$ cat config.mk
export PLATFORM = sky130hd
export DESIGN_NAME = request_line_tokenizer
export DESIGN_NICKNAME = d
export VERILOG_FILES = /design/src/rlt_pkg.sv /design/src/rlt_step.sv /design/src/request_line_tokenizer.sv
export SDC_FILE = /design/constraint.sdc
export NUM_CORES = 1
export LEC_CHECK = 0
export ABC_AREA = 1
export BUFFER_PORTS_ARGS = -buffer_cell sky130_fd_sc_hd__buf_4
export CAP_MARGIN = 20
export CORE_AREA = 2 2 65 67
export CTS_CLUSTER_SIZE = 40
export DETAILED_ROUTE_END_ITERATION = 10
export DIE_AREA = 0 0 67 69
export HOLD_SLACK_MARGIN = 0.08
export MAX_ROUTING_LAYER = met4
export PLACE_DENSITY = 0.69
export RECOVER_POWER = 50
export REMOVE_ABC_BUFFERS = 1
export SLEW_MARGIN = 40
export SYNTH_ARGS = -nofsm -noshare
export SYNTH_HDL_FRONTEND = slang
export SYNTH_SLANG_ARGS = --single-unit
$ cat constraint.sdc
create_clock -name clk -period 2.4 [get_ports clk]
set_input_delay 0.24 -clock clk [delete_from_list [all_inputs] [get_ports clk]]
set_output_delay 0.24 -clock clk [all_outputs]
set_load 0.02 [all_outputs]
$ cat src/rlt_pkg.sv
// Package for the request line tokenizer: item types, state type, codes
// and the hex digit decoder. No dependencies.
package rlt_pkg;

  localparam logic [7:0] CharPercent  = 8'h25;
  localparam logic [7:0] CharQuestion = 8'h3f;
  localparam logic [7:0] CharSpace    = 8'h20;
  localparam logic [7:0] CharTab      = 8'h09;
  localparam int unsigned NibbleBase  = 16;

  localparam logic [1:0] TagMethod  = 2'd0;
  localparam logic [1:0] TagPath    = 2'd1;
  localparam logic [1:0] TagQuery   = 2'd2;
  localparam logic [1:0] TagVersion = 2'd3;

  localparam logic [2:0] StatusOk        = 3'd0;
  localparam logic [2:0] StatusNoPath    = 3'd1;
  localparam logic [2:0] StatusBadEscape = 3'd2;
  localparam logic [2:0] StatusNoVersion = 3'd3;
  localparam logic [2:0] StatusJunk      = 3'd4;

  localparam logic [1:0] EscIdle  = 2'd0;
  localparam logic [1:0] EscFirst = 2'd1;
  localparam logic [1:0] EscSecond = 2'd2;

  typedef struct packed {
    logic [7:0] in_byte;
    logic       line_end;
  } in_t;

  typedef struct packed {
    logic       out_valid;
    logic [7:0] out_byte;
    logic [1:0] field_tag;
    logic       done_res;
    logic [2:0] status;
  } out_t;

  typedef struct packed {
    logic [1:0] separator_count;
    logic [1:0] escape_phase;
    logic [3:0] high_nibble;
    logic       in_query;
    logic       path_terminated;
    logic       escape_error;
  } state_t;

  // Returns {is_hex, value}.
  function automatic logic [4:0] hex_value(input logic [7:0] c);
    logic [4:0] r;
    r = 5'd0;
    if (c inside {[8'h30:8'h39]}) begin
      r = {1'b1, 4'(c - 8'h30)};
    end else if (c inside {[8'h61:8'h66]}) begin
      r = {1'b1, 4'(c - 8'h61 + 8'd10)};
    end else if (c inside {[8'h41:8'h46]}) begin
      r = {1'b1, 4'(c - 8'h41 + 8'd10)};
    end
    return r;
  endfunction

endpackage

$ cat src/rlt_step.sv
// Combinational next-state and result logic for one character of the line.
// Depends on rlt_pkg.
module rlt_step import rlt_pkg::*; (
  input  state_t st,
  input  in_t    item,
  output state_t st_next,
  output out_t   res
);

  logic [7:0] c;
  logic       is_sep;
  logic [4:0] hx;
  logic       have;
  logic [7:0] dec;
  state_t     s;

  assign c      = item.in_byte;
  assign is_sep = (c == CharSpace) || (c == CharTab);
  assign hx     = hex_value(c);

  always_comb begin
    s    = st;
    res  = '0;
    have = 1'b0;
    dec  = 8'd0;
    if (is_sep) begin
      if (st.separator_count == 2'd1 && st.escape_phase != EscIdle) begin
        s.escape_error = 1'b1;
        s.escape_phase = EscIdle;
      end
      if (st.separator_count != 2'd3) begin
        s.separator_count = st.separator_count + 2'd1;
      end
    end else if (st.separator_count == 2'd0) begin
      res.out_valid = 1'b1;
      res.out_byte  = c;
      res.field_tag = TagMethod;
    end else if (st.separator_count == 2'd2) begin
      res.out_valid = 1'b1;
      res.out_byte  = c;
      res.field_tag = TagVersion;
    end else if (st.separator_count == 2'd1) begin
      if (st.escape_phase == EscFirst) begin
        if (!hx[4]) begin
          s.escape_error = 1'b1;
          s.escape_phase = EscIdle;
        end else begin
          s.high_nibble  = hx[3:0];
          s.escape_phase = EscSecond;
        end
      end else if (st.escape_phase == EscSecond) begin
        if (!hx[4]) begin
          s.escape_error = 1'b1;
        end else begin
          dec  = 8'(st.high_nibble * NibbleBase) | {4'd0, hx[3:0]};
          have = 1'b1;
        end
        s.escape_phase = EscIdle;
      end else if (c == CharPercent) begin
        s.escape_phase = EscFirst;
      end else begin
        dec  = c;
        have = 1'b1;
      end
      if (have && !s.escape_error && !st.path_terminated) begin
        if (dec == 8'd0) begin
          s.path_terminated = 1'b1;
        end else if (!st.in_query && dec == CharQuestion) begin
          s.in_query = 1'b1;
        end else begin
          res.out_valid = 1'b1;
          res.out_byte  = dec;
          res.field_tag = st.in_query ? TagQuery : TagPath;
        end
      end
    end

    res.done_res = item.line_end;
    if (item.line_end) begin
      if (s.separator_count == 2'd1 && s.escape_phase != EscIdle) begin
        s.escape_error = 1'b1;
      end
      if (s.separator_count == 2'd0) begin
        res.status = StatusNoPath;
      end else if (s.escape_error) begin
        res.status = StatusBadEscape;
      end else if (s.separator_count == 2'd1) begin
        res.status = StatusNoVersion;
      end else if (s.separator_count == 2'd3) begin
        res.status = StatusJunk;
      end else begin
        res.status = StatusOk;
      end
      s = '0;
    end
    st_next = s;
  end

endmodule

$ cat src/request_line_tokenizer.sv
// Request line tokenizer: splits a request line into method, path, query and
// version tokens, percent-decoding the path. Depends on rlt_pkg and rlt_step.
// The result of an accepted item is written to the output register.
// Throughput: one item per cycle; the only storage is the parse state and the
// single output register, and a new item is taken whenever that register is
// empty or being emptied. Reset clears the parse state and the output valid.
module request_line_tokenizer import rlt_pkg::*; (
  input  logic clk,
  input  logic rst,
  input  logic req_valid,
  output logic req_stall,
  input  in_t  req,
  output logic res_valid,
  input  logic res_stall,
  output out_t res
);

  state_t st;
  state_t st_next;
  out_t   step_res;
  logic   accept;

  rlt_step u_step (
    .st      (st),
    .item    (req),
    .st_next (st_next),
    .res     (step_res)
  );

  assign req_stall = res_valid && res_stall;
  assign accept    = req_valid && !req_stall;

  always_ff @(posedge clk) begin
    if (rst) begin
      st        <= '0;
      res_valid <= 1'b0;
    end else begin
      if (accept) begin
        st        <= st_next;
        res_valid <= 1'b1;
      end else if (!res_stall) begin
        res_valid <= 1'b0;
      end
    end
  end

  always_ff @(posedge clk) begin
    if (accept) begin
      res <= step_res;
    end
  end

  a_clear_after_line: assert property (@(posedge clk) disable iff (rst)
    (accept && req.line_end) |=> (st == '0))
    else $error("Parse state not cleared after the last item of a line.");

  a_status_only_on_done: assert property (@(posedge clk) disable iff (rst)
    (res_valid && !res.done_res) |-> (res.status == StatusOk))
    else $error("Status reported on an item that does not end the line.");

  a_empty_result_zero: assert property (@(posedge clk) disable iff (rst)
    (res_valid && !res.out_valid) |-> (res.out_byte == 8'd0 && res.field_tag == TagMethod))
    else $error("Result without a token byte carries nonzero byte or tag.");

  a_stall_needs_result: assert property (@(posedge clk)
    req_stall |-> res_valid)
    else $error("Input stalled while the output register is empty.");

endmodule

[Word-level counts from Yosys, hierarchy flattened]
Index checks and enable logic that the tools add are counted.
Widths: inputs -> output; s select.
Storage, ports and cells
  register bits: 27
Operators by class
  reduce and logical (&&, ||, !) cells: 32
  multiplexer cells: 62
  bitwise gates (word level): 2
  add/sub/neg operators: 6
  order comparisons: 6
  equal/unequal tests: 16
Operators by type and width (number)
  $mux 11: 7
  $mux 8: 8
  $mux 9: 3
  $mux 1: 25
  $eq 8x6->1 const B: 3
  $mux 2: 12
  $ge 8x7->1 const B: 2
  $le 8x7->1 const B: 2
  $reduce_bool 2->1: 8
  $mux 5: 3
  $reduce_and 7->1: 2
  $sub 4x1->4 const B: 3
  $logic_and 1x1->1: 10
  $ne 2x2->1 const B: 5
  $add 4x4->4 const B: 2
  $eq 8x4->1 const B: 1
  $ge 8x6->1 const B: 1
  $le 8x6->1 const B: 1
  $logic_not 8->1: 1
  $mux 4: 2
  $or 8x4->8: 1
  $reduce_and 8->1: 1
  $eq 2x1->1 const B: 3
  $eq 2x2->1 const B: 3
  other kinds (10): 15

[Longest topological paths before layout]
  word-level depth: 28
  mapped depth: 18
  mapped depth without buffers: 18

[Cells and area by module]
A second synthesis with hierarchy kept.
Second synthesis, totals
  cells, all modules: 304
  area, all modules: 2092.0 um^2
By module, submodules not included
  rlt_step: area each 1077.3 um^2, cells an instance 211, seq. area each 0.0 um^2, times used 1
  request_line_tokenizer: area each 1014.7 um^2, cells an instance 93, seq. area each 690.7 um^2, times used 1

[Worst setup path before layout]
No wires, ideal clock.
  kind: register -> register
  start: register res_valid
  end: register st[1] (netlist name)
  data required time: 2.286 ns
  clock period less this slack: 2.280 ns
  data arrival time: 2.166 ns
  path buffers: 0
  stages on the path, launching flop included: 10
  slack: 0.120 ns
  cells stage by stage: dfxtp_1 nand2_1 inv_1 nor2_1 inv_1 nor2_1 a21boi_1 nand3_1 nand2_1 nor2_1
On the way
  cells in the longest elaborated chain, start to end: 4
Ends and longest elaborated chain
  start: declaration: line request_line_tokenizer.sv:13  | output logic res_valid,
  start signal: assignment: line request_line_tokenizer.sv:36  | res_valid <= 1'b0;
  start signal: assignment: line request_line_tokenizer.sv:40  | res_valid <= 1'b1;
  start signal: assignment: line request_line_tokenizer.sv:42  | res_valid <= 1'b0;
  $logic_and 1x1->1: line request_line_tokenizer.sv:30  | assign req_stall = res_valid && res_stall;
  via req_stall: line request_line_tokenizer.sv:11  | output logic req_stall,
  $logic_not 1->1: line request_line_tokenizer.sv:31  | assign accept = req_valid && !req_stall;
  $logic_and 1x1->1: line request_line_tokenizer.sv:31
  via accept: line request_line_tokenizer.sv:21  | logic accept;
  $reduce_and 7->1 (no line)
The timed path passes the listed nets, and every way through them passes these cells.
A chain may end at the register's enable or synchronous reset.

[Worst setup path in the final report]
  start: input port req[1] (netlist name)
  end: register res[11] (netlist name) (data pin)
On the way
  cells in the longest elaborated chain, start to end: 21
Ends and longest elaborated chain
  start: declaration: line request_line_tokenizer.sv:12  | input in_t req,
  $sub 4x1->4 (tied with other cells): line rlt_pkg.sv:55, rlt_pkg.sv:57
  $add 4x4->4 / $logic_and 1x1->1 (equally long branches): line rlt_pkg.sv:55, rlt_pkg.sv:57, rlt_pkg.sv:56
  $mux 5: line rlt_pkg.sv:56  | end else if (c inside {[8'h41:8'h46]}) begin
  $mux 5: line rlt_pkg.sv:54  | end else if (c inside {[8'h61:8'h66]}) begin
  $mux 5: line rlt_pkg.sv:52  | if (c inside {[8'h30:8'h39]}) begin
  $or 8x4->8: line rlt_step.sv:55  | dec = 8'(st.high_nibble * NibbleBase) | {4'd0, hx[3:0]};
  $mux 8: line rlt_step.sv:52  | if (!hx[4]) begin
  $mux 8: line rlt_step.sv:51  | end else if (st.escape_phase == EscSecond) begin
  (+5 left out)
  $eq 8x6->1: line rlt_step.sv:68  | end else if (!st.in_query && dec == CharQuestion) begin
  $logic_and 1x1->1: line rlt_step.sv:68
  $mux 11: line rlt_step.sv:68
  $mux 11: line rlt_step.sv:66  | if (dec == 8'd0) begin
  $mux 11: line rlt_step.sv:65  | if (have && !s.escape_error && !st.path_terminated) begin
  $mux 11: line rlt_step.sv:42  | end else if (st.separator_count == 2'd1) begin
  $mux 11: line rlt_step.sv:38  | end else if (st.separator_count == 2'd2) begin
  $mux 11: line rlt_step.sv:34  | end else if (st.separator_count == 2'd0) begin
  end signal: assignment: line request_line_tokenizer.sv:49  | res <= step_res;
  end: declaration: line request_line_tokenizer.sv:15  | output out_t res
Several ways; a longest one is shown, not always the timed one. The select of a mux whose other input is x is not followed.

==> summary.md <==
| Metric | Value |
|---|---|
| Setup CP Type | input port to register |
| Ys flop type | edfxtp_1 |
| Worst Setup End Kind | register |
| Worst skew pair latency | around 270 ps |
| Die Area | 4623 µm² |
| Crit-path max cell delay | roughly 260 ps |
| Clock buffer depth | 2 |
| Skew final | 3.937 ps |
| Final setup violation count | 0 |
| Synthesized flop and latch total | 27 |
| Via count of the first global-routing pass | 1694 |
| # resized after CTS | 0 |
| Relative slew slack | 0.4552 |
| Yosys cell types | 34 |
| H-tree Lvls | 1 |
| Most used cell along the critical path | nand2_1 |
| Fin crit period | approximately 2100 ps |
| Finished Core Util | 0.5563 |
| Crit path arrival time | around 2200 ps |
| PwrDens | 441.9 nW/µm² |
| Synth Area in XOR/XNOR | 0 |
| Nets | between 300 and 400 |
| Gr usage total | 0.2131 |
| Register area | between 600 and 700 µm² |
| Clk sinks | 27 |
| Die Y | between 60 and 70 µm |
| Clk root buf | clkbuf_8 |
| CP Cell Sequence | buf_4 -> inv_1 -> ha_1 -> o21ai_2 -> nand2_1 -> nand2_4 -> nand2_1 -> nand2_1 -> nand2_1 -> clkinv_1 -> nand3_1 -> nand2_1 -> nand2_1 -> nor2_1 -> nand3_2 -> nand3_2 -> nand2_1 -> nand2_1 -> nor2_1 |
| Outcome | finished clean |
| Largest net degree at the start of global routing | 17 |
| Largest area contributor in the netlist | edfxtp_1 |
| Max FO, Critical Path | 8 |
| GR Overflow Total | 0 |
| DR iter-0 viols | between 100 and 150 |
| Drt via density | approximately 5.2 |
| Warnings, synthesis | 0 |
| HPWL after DPL | ~3600 µm |
| Syn-to-layout area delta | 16.00% |
| Sequential-to-total area share from yosys stat | 0.3680 |
| Hold_buf cts | 0 |
| First-pass GRT wire length | ~7700 µm |
| Mean Syn Cell Area | between 7 and 8 µm² |
| Routed wire length per instance | roughly 13 µm |
| Reg clk slew, reported paths | around 100 ps |
| RSZ-0062 raised after global routing | no |
| Row count | 23 |
| Pre-CTS setup slack | approximately 18 ps |
| Initial antenna violation count | 0 |
| Post-CTS setup buffer count | 0 |
| Post-synth EDFFs | 15 |
| FILL cells | 415 |
| Hold Path Class | input port to register |
| Post-route DRC | 0 |
| CTS Buf Count | 3 |
| Final hold viol count | 0 |
| Mux cell area share after synthesis | 0 |
| Cell count after synthesis | 267 |
| RePlAce Congestion | 0.8870 |
| Die width | ~67 µm |
| Area of the multi-input gates | 982.2 µm² |
| Setup_tns | 0 ps |
| Post-synthesis compound-gate area fraction | 0.1660 |
| Initial core utilization | 0.4795 |
| Leakage | between 0.9 and 1 nW |
| Ant. Diodes | 0 |
| Setup ws final | roughly 270 ps |
| Simple-gate portion of the synthesized area | 0.3307 |
| Post-DRT Antenna Nets | 0 |
| Vias | about 1900 |
| Max VDD drop | roughly 0.00019 V |
| Ys async rst share | 0 |
| 1st-pass router iterations | 4 |
| Most frequent cells after synthesis | nand2_1, inv_1, nand3_1, nor2_1, edfxtp_1 |
| Critical-path top delay cell | ha_1 |
| Adder-cell share of the synthesized area | 0.02667 |
| PortBufs | 29 |
| Fraction of layout cells with a size suffix above 1 | 0.1443 |
| DRT Wirelength | between 4000 and 5000 µm |
| CTS tree | done |
| Fmax | ~0.47 GHz |
| Max Cap Viol | 0 |
| Area of the core | just under 4000 µm² |
| Main combinational cell family by area after synthesis | simple AND/OR/NAND/NOR gates |
| Least-Margin Pin Slew | roughly 800 ps |
| Period utilisation layout | 0.8893 |
| WP data required | 2430 ps |
| Yosys top cell area share | 0.2400 |
| Final Max Slew Viols | 0 |
| Cell with the most instances after synthesis | nand2_1 |
| Synth area leaders | edfxtp_1, dfxtp_1, nand2_1 |
| Number of top-level pins | 30 |
| Setup crit start kind | input port |
| Synth Cell Area | ~1900 µm² |
-- worst max-delay path, delay by kind of cell --
family                   cells  cell delay (ps)
AO/OA/AOI/OAI                1              140
adder cells (fa/ha/maj)      1              260
buffers and inverters        3              240
AND/OR/NAND/NOR             14             1270
-- final timing paths --
path / start / endpoint / slack [ps] / depth (start not counted)
worst min register to register: st[5] / st[5] / 490 / 2
worst max register to register: st[7] / res[11] / 330 / 13
worst max-delay path: req[1] / res[11] / 270 / 19
worst min-delay path: rst / st[9] / 210 / 2
-- logic make-up after synthesis --
| kind of cell | count (synthesis) |
|---|---|
| and+or+nand+nor | 133 |
| buffers and inverters | 53 |
| AOI/OAI and AO/OA | 50 |
| DFF | 27 |
| adders and majority gates | 4 |
-- through the flow --
stage	hold WS, ps	cells	total power, mW	instance area (µm²)
finish	209.5	355	0.9621	2177
CTS	176.5	355	0.9834	2248
detailed placement	465.7	351	0.7143	2201
global placement	468.4	351	0.7128	2201
global route	210.8	355	1.005	2177
floorplan	309.1	264	0.6353	1861
-- layer usage --
| metal | up-vias | track usage | routed length (µm) |
|---|---|---|---|
| met5 | - | - | 0 |
| met4 | 0 | 0.04535 | 62 |
| met3 | 8 | 0.02773 | 234 |
| met2 | 54 | 0.3245 | 2039 |
| met1 | 822 | 0.3021 | 2190 |
| li1 | 971 | - | - |
-- cell usage in the layout, fill, tap and decap left out, types with 3 or more instances in the layout --
cell type	n
clkbuf_1	19
buf_4	18
a21oi_1	14
nand3_2	4
clkinv_1	5
ha_1	4
nor2_2	3
inv_1	40
nand2_1	63
nor2_1	25
edfxtp_1	15
a31oi_1	5
a211oi_1	4
nand2_2	3
inv_2	5
clkbuf_8	3
o22ai_1	9
dfxtp_1	12
nand3_1	25
o21ai_0	6
o211ai_1	3
nand4_1	3
-- registers in the layout (all words and copies together), names as in the netlist --
| signal | count |
|---|---|
| st | 11 |
| res_valid | 1 |
| res | 15 |
-- cell type report --
class	count	area share
clock buffers	3	0.01897
clock inverters	1	0.002874
repair buffers	37	0.09483
inverters	50	0.08621
flip-flops and latches	27	0.3172
multi-input cells	187	0.4511
well taps	50	0.02874
-- report_power, final --
part,switching (mW),total [mW],internal [mW],leakage (nW)
Clock,0.152,0.271,0.119,0.0260
Sequential,0.00553,0.514,0.509,0.242
Combinational,0.119,0.177,0.0578,0.697
Power figures use the tool's default switching activity.
